`src/hw/rtl/dbd_pkg.sv`:
```
// ----------------------------------------------------------------------------
// dbd_pkg - shared types and constants for the days-between-dates block
// Transaction payloads, calendar constants and the month tables.
// ----------------------------------------------------------------------------
`default_nettype none

package dbd_pkg;

    localparam int unsigned DAY_W    = 5;
    localparam int unsigned MONTH_W  = 4;
    localparam int unsigned YEAR_W   = 14;
    localparam int unsigned COUNT_W  = 22;
    localparam int unsigned STATUS_W = 2;

    // serial day number before truncation (invalid years may run past 22 bits)
    localparam int unsigned BASE_W   = 23;
    // day of year, 1..366
    localparam int unsigned DOY_W    = 9;
    // year / 100 fits in 8 bits for any 14-bit year
    localparam int unsigned QUOT_W   = 8;

    // y / 100 == (y * DIV100_MUL) >> DIV100_SHIFT, exact for y < 43690
    localparam int unsigned DIV100_MUL   = 10486;
    localparam int unsigned DIV100_SHIFT = 20;
    localparam int unsigned PROD_W       = 2 * YEAR_W;

    localparam int unsigned DAYS_PER_YEAR = 365;
    localparam int unsigned CENTURY       = 100;
    localparam int unsigned LEAP_FEB_LEN  = 29;
    localparam int unsigned YEAR_MIN      = 1;
    localparam int unsigned YEAR_MAX      = 9999;
    localparam int unsigned MONTH_MIN     = 1;
    localparam int unsigned MONTH_MAX     = 12;
    localparam logic [MONTH_W-1:0] FEB    = 4'd2;

    // status codes
    localparam logic [STATUS_W-1:0] ST_OK          = 2'd0;
    localparam int unsigned         ST_FIRST_BIT   = 0;
    localparam int unsigned         ST_SECOND_BIT  = 1;

    typedef struct packed {
        logic [DAY_W-1:0]   first_day;
        logic [MONTH_W-1:0] first_month;
        logic [YEAR_W-1:0]  first_year;
        logic [DAY_W-1:0]   second_day;
        logic [MONTH_W-1:0] second_month;
        logic [YEAR_W-1:0]  second_year;
    } t_req;

    typedef struct packed {
        logic [COUNT_W-1:0]  day_count;
        logic [STATUS_W-1:0] status;
    } t_rsp;

    // length of a month in a common year; zero for month codes with no meaning
    function automatic logic [DAY_W-1:0] month_len(input logic [MONTH_W-1:0] m);
        logic [DAY_W-1:0] len;
        case (m)
            4'd1:    len = 5'd31;
            4'd2:    len = 5'd28;
            4'd3:    len = 5'd31;
            4'd4:    len = 5'd30;
            4'd5:    len = 5'd31;
            4'd6:    len = 5'd30;
            4'd7:    len = 5'd31;
            4'd8:    len = 5'd31;
            4'd9:    len = 5'd30;
            4'd10:   len = 5'd31;
            4'd11:   len = 5'd30;
            4'd12:   len = 5'd31;
            default: len = 5'd0;
        endcase
        return len;
    endfunction

    // days in the months before month m of a common year
    function automatic logic [DOY_W-1:0] days_before(input logic [MONTH_W-1:0] m);
        logic [DOY_W-1:0] cum;
        case (m)
            4'd1:    cum = 9'd0;
            4'd2:    cum = 9'd31;
            4'd3:    cum = 9'd59;
            4'd4:    cum = 9'd90;
            4'd5:    cum = 9'd120;
            4'd6:    cum = 9'd151;
            4'd7:    cum = 9'd181;
            4'd8:    cum = 9'd212;
            4'd9:    cum = 9'd243;
            4'd10:   cum = 9'd273;
            4'd11:   cum = 9'd304;
            4'd12:   cum = 9'd334;
            default: cum = 9'd0;
        endcase
        return cum;
    endfunction

endpackage

`default_nettype wire

```
`src/hw/rtl/days_between_dates.sv`:
```
// ----------------------------------------------------------------------------
// days_between_dates - absolute day count between two Gregorian dates
//
// Usage: present a transaction on i_req and raise start; it is taken at any
// rising edge where start is high and busy is low. busy is never raised, so
// one transaction may be taken every clock cycle.
// Each date is checked (year 1..9999, month 1..12, day within the month,
// leap February 29 days). The result appears on o_rsp for exactly one cycle
// with o_done high, once the transaction has passed the pipeline: three
// stages form the serial day numbers (divide by 100, year base and day of
// year, sum), and a fourth takes the absolute difference and status.
// Status bit 0 flags an invalid first date, bit 1 an invalid second date;
// day_count is then zero. Throughput: one transaction per cycle.
// Reset (synchronous, active low) clears the valid pipeline, so no result
// emerges for transactions in flight. The receiver cannot stall; results
// are presented once and not held.
// ----------------------------------------------------------------------------
`default_nettype none

module days_between_dates (
    input  wire                  i_clk,
    input  wire                  i_rst_n,
    input  wire                  start,
    input  wire dbd_pkg::t_req   i_req,
    output logic                 busy,
    output logic                 o_done,
    output dbd_pkg::t_rsp        o_rsp
);

    localparam int unsigned SER_LAT = 3;

    logic [dbd_pkg::COUNT_W-1:0] first_serial;
    logic [dbd_pkg::COUNT_W-1:0] second_serial;
    logic                        first_ok;
    logic                        second_ok;

    logic [SER_LAT-1:0]          r_vld;
    logic                        r_done;
    dbd_pkg::t_rsp               r_rsp;
    dbd_pkg::t_rsp               n_rsp;

    assign busy = 1'b0;

    dbd_serial u_first (
        .i_clk    (i_clk),
        .i_day    (i_req.first_day),
        .i_month  (i_req.first_month),
        .i_year   (i_req.first_year),
        .o_serial (first_serial),
        .o_ok     (first_ok)
    );

    dbd_serial u_second (
        .i_clk    (i_clk),
        .i_day    (i_req.second_day),
        .i_month  (i_req.second_month),
        .i_year   (i_req.second_year),
        .o_serial (second_serial),
        .o_ok     (second_ok)
    );

    always_comb begin
        n_rsp        = '0;
        n_rsp.status[dbd_pkg::ST_FIRST_BIT]  = !first_ok;
        n_rsp.status[dbd_pkg::ST_SECOND_BIT] = !second_ok;
        if (n_rsp.status == dbd_pkg::ST_OK) begin
            n_rsp.day_count = (first_serial >= second_serial)
                            ? first_serial - second_serial
                            : second_serial - first_serial;
        end
    end

    always_ff @(posedge i_clk) begin
        if (!i_rst_n) begin
            r_vld  <= '0;
            r_done <= 1'b0;
        end else begin
            r_vld  <= {r_vld[SER_LAT-2:0], start && !busy};
            r_done <= r_vld[SER_LAT-1];
        end
    end

    always_ff @(posedge i_clk) begin
        r_rsp <= n_rsp;
    end

    assign o_done = r_done;
    assign o_rsp  = r_rsp;

endmodule

`default_nettype wire

```
`src/hw/rtl/dbd_serial.sv`:
```
// ----------------------------------------------------------------------------
// dbd_serial - date check and serial day number
// Three register stages: divide by 100, year base and day of year, final sum.
// Serial day 1 is 0001-01-01. Runs every cycle, no stall.
// ----------------------------------------------------------------------------
`default_nettype none

module dbd_serial (
    input  wire                                  i_clk,
    input  wire logic [dbd_pkg::DAY_W-1:0]       i_day,
    input  wire logic [dbd_pkg::MONTH_W-1:0]     i_month,
    input  wire logic [dbd_pkg::YEAR_W-1:0]      i_year,
    output logic      [dbd_pkg::COUNT_W-1:0]     o_serial,
    output logic                                 o_ok
);

    // stage 1
    logic [dbd_pkg::DAY_W-1:0]   r1_day;
    logic [dbd_pkg::MONTH_W-1:0] r1_month;
    logic [dbd_pkg::YEAR_W-1:0]  r1_year;
    logic [dbd_pkg::YEAR_W-1:0]  r1_prev;
    logic [dbd_pkg::QUOT_W-1:0]  r1_qy;
    logic [dbd_pkg::QUOT_W-1:0]  r1_qp;

    logic [dbd_pkg::YEAR_W-1:0]  n1_prev;
    logic [dbd_pkg::PROD_W-1:0]  n1_prod_y;
    logic [dbd_pkg::PROD_W-1:0]  n1_prod_p;

    // stage 2
    logic [dbd_pkg::BASE_W-1:0]  r2_base;
    logic [dbd_pkg::DOY_W-1:0]   r2_doy;
    logic                        r2_ok;

    logic [dbd_pkg::YEAR_W-1:0]  n2_rem;
    logic                        n2_leap;
    logic [dbd_pkg::DAY_W-1:0]   n2_mlen;
    logic                        n2_ok;
    logic [dbd_pkg::BASE_W-1:0]  n2_base;
    logic [dbd_pkg::DOY_W-1:0]   n2_doy;

    // stage 3
    logic [dbd_pkg::COUNT_W-1:0] r3_serial;
    logic                        r3_ok;

    always_comb begin
        n1_prev   = i_year - dbd_pkg::YEAR_W'(1);
        n1_prod_y = dbd_pkg::PROD_W'(i_year)  * dbd_pkg::PROD_W'(dbd_pkg::DIV100_MUL);
        n1_prod_p = dbd_pkg::PROD_W'(n1_prev) * dbd_pkg::PROD_W'(dbd_pkg::DIV100_MUL);
    end

    always_ff @(posedge i_clk) begin
        r1_day   <= i_day;
        r1_month <= i_month;
        r1_year  <= i_year;
        r1_prev  <= n1_prev;
        r1_qy    <= n1_prod_y[dbd_pkg::DIV100_SHIFT +: dbd_pkg::QUOT_W];
        r1_qp    <= n1_prod_p[dbd_pkg::DIV100_SHIFT +: dbd_pkg::QUOT_W];
    end

    always_comb begin
        n2_rem  = r1_year - dbd_pkg::YEAR_W'(r1_qy) * dbd_pkg::YEAR_W'(dbd_pkg::CENTURY);
        // divisible by 4 and not by 100, or by 400 (century count divisible by 4)
        n2_leap = (n2_rem != '0) ? (r1_year[1:0] == 2'b00) : (r1_qy[1:0] == 2'b00);
        n2_mlen = (r1_month == dbd_pkg::FEB && n2_leap)
                ? dbd_pkg::DAY_W'(dbd_pkg::LEAP_FEB_LEN)
                : dbd_pkg::month_len(r1_month);
        n2_ok   = (r1_year  >= dbd_pkg::YEAR_W'(dbd_pkg::YEAR_MIN))
               && (r1_year  <= dbd_pkg::YEAR_W'(dbd_pkg::YEAR_MAX))
               && (r1_month >= dbd_pkg::MONTH_W'(dbd_pkg::MONTH_MIN))
               && (r1_month <= dbd_pkg::MONTH_W'(dbd_pkg::MONTH_MAX))
               && (r1_day != '0)
               && (r1_day <= n2_mlen);
        n2_base = dbd_pkg::BASE_W'(r1_prev) * dbd_pkg::BASE_W'(dbd_pkg::DAYS_PER_YEAR)
                + dbd_pkg::BASE_W'(r1_prev >> 2)
                - dbd_pkg::BASE_W'(r1_qp)
                + dbd_pkg::BASE_W'(r1_qp >> 2);
        n2_doy  = dbd_pkg::days_before(r1_month)
                + dbd_pkg::DOY_W'(n2_leap && (r1_month > dbd_pkg::FEB))
                + dbd_pkg::DOY_W'(r1_day);
    end

    always_ff @(posedge i_clk) begin
        r2_base <= n2_base;
        r2_doy  <= n2_doy;
        r2_ok   <= n2_ok;
    end

    always_ff @(posedge i_clk) begin
        r3_serial <= dbd_pkg::COUNT_W'(r2_base + dbd_pkg::BASE_W'(r2_doy));
        r3_ok     <= r2_ok;
    end

    assign o_serial = r3_serial;
    assign o_ok     = r3_ok;

endmodule

`default_nettype wire
```
`config.mk`:
```
export PLATFORM = sky130hd
export DESIGN_NAME = days_between_dates
export DESIGN_NICKNAME = d
export VERILOG_FILES = /design/src/hw/rtl/dbd_pkg.sv /design/src/hw/rtl/days_between_dates.sv /design/src/hw/rtl/dbd_serial.sv
export SDC_FILE = /design/constraint.sdc
export NUM_CORES = 2
export LEC_CHECK = 0
export BUFFER_PORTS_ARGS = -buffer_cell sky130_fd_sc_hd__buf_2
export CAP_MARGIN = 10
export CELL_PAD_IN_SITES_DETAIL_PLACEMENT = 1
export CELL_PAD_IN_SITES_GLOBAL_PLACEMENT = 1
export CORE_AREA = 3 3 264 331
export DETAILED_ROUTE_END_ITERATION = 6
export DIE_AREA = 0 0 267 334
export PLACE_DENSITY = 0.68
export SLEW_MARGIN = 20
export SYNTH_ARGS = -nofsm -noshare
export SYNTH_HDL_FRONTEND = slang
export SYNTH_HIERARCHICAL = 1
export SYNTH_SLANG_ARGS = --single-unit
```
`constraint.sdc`:
```
create_clock -name i_clk -period 11.1 [get_ports i_clk]
set_input_delay 2.775 -clock i_clk [delete_from_list [all_inputs] [get_ports i_clk]]
set_output_delay 2.775 -clock i_clk [all_outputs]
set_load 0.02 [all_outputs]
```
# After elaboration in Yosys (flattened, before gate mapping)
# Memories as Yosys holds them, arrays and structs flattened. A register that Yosys moved wholly into a read port is not among the register bits.
# Cells that the tools add are included.
# W data, S select, Z words.
# word_totals
regBits	244
romBits	448
inputBits	49
wordCells	101
n_memories	4
# op_classes
addsub	18
multipliers	8
magnitude_cmp	13
eq_ne	2
mux	5
n_reduce_logical	25
# memory_table
memory	depth	word_bits	rd	rd_ports_with_merged_regs	write_ports	line	text
(no name shown)	16	9	1	1	0	dbd_pkg.sv:79	case (m)
(no name shown)	16	9	1	1	0	dbd_pkg.sv:79	
(no name shown)	16	5	1	1	0	dbd_pkg.sv:58	case (m)
(no name shown)	16	5	1	1	0	dbd_pkg.sv:58	
# ops
operator	n
$mul A14 B13 Y27 const B	4
$add A22 B12 Y22	2
$add A22 B6 Y22	2
$add A22 B9 Y22	2
$mul A14 B9 Y22 const B	2
$sub A22 B22 Y22	2
$sub A22 B8 Y22	2
$ge A14 B1 Y1 const B	2
$le A14 B14 Y1 const B	2
$reduce_bool A14 Y1	2
$sub A14 B1 Y14 const B	2
$sub A14 B14 Y14	2
$mul A8 B5 Y12 const B	2
$ge A22 B22 Y1	1
$mux W22	1
$add A9 B1 Y9	2
$add A9 B5 Y9	2
$logic_and A1 B1 Y1	14
$le A5 B5 Y1	2
$logic_not A2 Y1	5
$mux W5	2
$reduce_bool A5 Y1	2
$eq A4 B2 Y1 const B	2
$ge A4 B1 Y1 const B	2
4 further kinds	8

# Longest topological paths before layout
# logic_depth
ltp_word	8
mapped_depth	28
mapped_depth_nobuf	28

# Hierarchy
# The synthesis kept the hierarchy.
# modules_own_cells
mod	n_inst	cells_per_inst	area_each_um2
dbd_serial at u_first	1	1518	15309.7
dbd_serial at u_second	1	1518	15307.2
days_between_dates	1	413	3074.2

# Worst setup path before layout
# Ideal clock, no wire load.
# synth_timing
kind	input-to-reg
start	input i_req[24] in the netlist's numbering
end	register u_first/r1_qp[7] in the netlist's numbering
setup_ns	0.072
arrival_time_ns	8.465
required_time_ns	11.028
setup_slack_ns	2.563
stages	25
path_buffers	0
path_cell_list	inv_1 > ha_1 > nand2_1 > nand4_1 > a21boi_0 > o21ai_0 > xnor2_1 > inv_1 > fa_1 > inv_1 > ha_1 > inv_1 > fa_1 > inv_1 > fa_1 > fa_1 > ha_1 > a211o_1 > a21oi_1 > o211ai_1 > o311ai_1 > a31oi_1 > a21o_1 > a21oi_1 > xnor2_1
# synth_between
elab_chain_cells	2
# synth_rtl
item	line	text
start: declaration	days_between_dates.sv:24	input wire dbd_pkg::t_req i_req,
$sub A14 B1 Y14	dbd_serial.sv:46	n1_prev = i_year - dbd_pkg::YEAR_W'(1);
net u_first.n1_prev, one bit	dbd_serial.sv:25	logic [dbd_pkg::YEAR_W-1:0] n1_prev;
$mul A14 B13 Y27	dbd_serial.sv:48	n1_prod_p = dbd_pkg::PROD_W'(n1_prev) * dbd_pkg::PROD_W'(dbd_pkg::DIV100_MUL);
net u_first.n1_prod_p, one bit	dbd_serial.sv:27	logic [dbd_pkg::PROD_W-1:0] n1_prod_p;
end signal: assignment	dbd_serial.sv:57	r1_qp <= n1_prod_p[dbd_pkg::DIV100_SHIFT +: dbd_pkg::QUOT_W];
end: declaration	dbd_serial.sv:23	logic [dbd_pkg::QUOT_W-1:0] r1_qp;
# The timed path passes the listed nets, and every way through them passes these cells.
# A chain may end at the register's enable or synchronous reset.

# Worst setup path after layout
# Same ends and word-level chain as after synthesis.

==> results.json <==
{
  "worst_path_dominant_cell_family": "adder cells",
  "worstPathMaxFanout": 6,
  "cts_tree": "yes",
  "final_critical_path_setup_slack_ns": 2.38,
  "grt_max_degree": 21,
  "syn-cell-area_um2": 33700,
  "cell_type_with_the_highest_aggregate_area_in_the_netlist": "ha_1",
  "ys_dominant_reg_cell": "dfxtp_1",
  "grt_util_all_layers": 0.186,
  "cts_num_sinks": 268,
  "synth-compound-area-share": 0.0881,
  "dominant_combinational_cell_family_by_area_after_synthesis": "adder cells",
  "final_design_area_no_fill_um2": 36600,
  "synth_top_cells_by_area": "ha_1 28%, fa_1 25%, dfxtp_1 16%",
  "die-area_um2": 89200,
  "post_synth_xor_area_fraction": 0.0486,
  "max_stage_delay_ns": 0.60,
  "yosys-mux-area-fraction": 0.00732,
  "synth_top_area_share": 0.275,
  "critical_path_class": "primary input to flip-flop",
  "post_route_cells_drive_above_1_share": 0.0528,
  "fmax_mhz": 115,
  "cp_data_required_time_ns": 11.58,
  "grt_antenna_before_repair": 1,
  "die_width_um": 267,
  "timing.critical_path.to_type": "flip-flop",
  "initial_core_util": 0.400,
  "insertion_delay_ns": 0.57,
  "grt_first_pass_wirelength_mm": 133,
  "clkTransAtPathRegs_ns": 0.05,
  "final-hold-violation-count": 0,
  "total_drc_errors_in_the_routed_layout": 0,
  "worst-path-buf-inv": 7,
  "start_kind": "primary input",
  "postSynthCellCount": 3449,
  "fillers": 9577,
  "count_of_input_and_output_buffers": 73,
  "totalWireLength_mm": 79.7,
  "nets": 4746,
  "synth_adder_area_share": 0.526,
  "timing.final.setup_violations": 0,
  "multi_input_comb_area_um2": 24900,
  "maxSlewHeadroom": 0.347,
  "worst_slew_pin_slew_ns": 0.973,
  "class_of_the_most_critical_hold_timing_path": "flip-flop to flip-flop",
  "route.detailed.vias_per_inst": 4.88,
  "die_y_um": 334,
  "post_dp_cell_area_um2": 35300,
  "dp_hpwl_mm": 69.2,
  "rsz0062_at_grt": "no",
  "count_of_flip_flops_with_a_built_in_enable_after_synthesis": 0,
  "final_max_slew_viol_count": 0,
  "finalWorstPathRequiredPeriod_ns": 8.72,
  "crit_path_frequent_cell": "inv_1",
  "yosys-top-cells-count": "862 x inv_1, 741 x ha_1, 422 x fa_1",
  "synthToLayoutAreaGrowth_pct": 8.69,
  "synth-async-reset-ratio": 0,
  "yosys.cell_types.count": 99,
  "timing.clock.skew_ns": 0.0369,
  "first_global_vias": 25900,
  "clock-root-buffer": "clkbuf_16",
  "postCtsSetupRepairBufs": 0,
  "sequential_cell_area_um2": 5370,
  "detailedRoute.firstIterationViolations": 668,
  "synth_fp_nets": 4661,
  "post_cts_resize_count": 0,
  "hold_buffers": 0,
  "htree_levels": 2,
  "drt-pass1-iter-count": 4,
  "vias_after_detailed_routing": 22700,
  "ys_ff_latch": 268,
  "cts-buffers-inserted": 35,
  "place.gp.congestion": 0.856,
  "grt_remaining_overflow": 0,
  "synth-warning-count": 6,
  "io_pins": 75,
  "post-synth-top-count-cell": "inv_1",
  "ant_nets": 0,
  "fp-row-count": 119,
  "final.period_utilization": 0.785,
  "post_synth.cell_area_avg_um2": 9.77,
  "register_area_share_after_synthesis": 0.159,
  "critPathSlowestCell": "xnor2_1",
  "detail_route.wl_per_cell_um": 17.1,
  "clock_path_buffers": 3,
  "status": "finished, final reports clean",
  "setup-tns-final_ns": 0,
  "cap_violations": 0,
  "floorplan.core_area_um2": 84300,
  "pre_cts_slack_ns": 1.71,
  "worstPathArrival_ns": 9.20,
  "yosys.area_share.simple": 0.0696
}
==> sequential cells by signal (all words and copies together), names as in the netlist, 14 cells and up, named ones only <==
name	flops
o_rsp	24
u_first/o_serial	22
u_first/r1_prev	14
u_first/r2_base	22
u_first/r1_year	14
u_second/r2_base	22
u_second/o_serial	22
u_second/r1_year	14
u_second/r1_prev	14
==> layer usage <==
metal	wire length, µm	track usage	part of all wire
met1	35000	0.227	0.44
met2	40900	0.344	0.51
met3	1280	0.0154	0.016
met4	2480	0.0571	0.031
met5	0	0	0
==> worst paths after layout <==
| check | from | end | slack, ns | cells past startpoint |
|---|---|---|---|---|
| max | i_req[24] | u_first/r1_qp[7] | 2.38 | 25 |
| min | u_first/r2_ok | u_first/o_ok | 0.33 | 0 |
| max reg2reg | u_first/r1_qy[2] | u_first/r2_doy[8] | 5.28 | 25 |
| min reg2reg | u_first/r2_ok | u_first/o_ok | 0.33 | 0 |
==> metrics by stage <==
step,utilization,cells,hold WS (ns)
6_report,0.435,4651,0.331
2_1_floorplan,-,3449,0.310
3_5_place_dp,0.419,4586,0.320
4_1_cts,0.434,4650,0.334
3_3_place_gp,0.419,4586,0.312
5_1_grt,0.435,4651,0.343
==> cells by family (layout without fill, tap and decap cells) <==
| family | Yosys count | after routing |
|---|---|---|
| fa+ha+maj | 1163 | 1163 |
| buf+inv | 894 | 1006 |
| simple gates | 467 | 467 |
| compound gates | 449 | 449 |
| flops | 268 | 268 |
| xor+xnor | 186 | 186 |
| mux | 21 | 21 |
| other cells | 1 | 2 |
==> layout by cell type, fill, tap and decap left out, drive strengths merged, types with 5 or more instances in the layout <==
cell type    n
nand2b      25
xnor2      129
o21bai      17
inv        864
or2          5
o31ai        8
o21ai       97
nor2b       24
a21boi      10
ha         741
buf         80
nand2      109
o211ai      13
o21a        26
xor2        57
or4          5
and3        20
a211oi      13
nor3        24
mux2i       16
nor4        12
a21o        45
bufinv       9
nand3       46
and2        14
nor2       129
or3          6
fa         422
a211o        6
o2111ai      6
nand4       25
nand3b       8
dfxtp      268
a31oi       16
a21oi      144
clkinv      10
clkbuf      42
==> worst reg2reg max path: stages, from the launching register on <==
cell and delay (ns):
dfxtp_1 0.33, ha_1 0.30, ha_1 0.31, fa_1 0.47, ha_1 0.36, nor2b_1 0.15
o21ai_0 0.15, nand2b_1 0.11, a21o_1 0.18, a21oi_1 0.17, xor2_1 0.09, ha_1 0.37
o211a_1 0.18, nand2_1 0.05, or3_2 0.43, a21oi_1 0.14, nand4b_2 0.17, nand2_1 0.10
fa_1 0.43, fa_1 0.42, nor2b_1 0.12, o21ai_0 0.08, nand2b_1 0.11, a21o_1 0.14
nand4_1 0.11, xnor2_1 0.25
==> cell type report <==
cell class                      count  share of cell area
Antenna cell                        1           0.0000683
Multi-Input combinational cell   2287               0.681
Sequential cell                   268               0.147
Timing Repair Buffer               80              0.0114
Inverter                          862              0.0884
Clock inverter                     22             0.00984
Tap cell                         1089              0.0372
Clock buffer                       42              0.0260
Power is left out: the tool's default activity adds up to more than one toggle a clock period on the data nets, which glitch-free logic cannot reach.
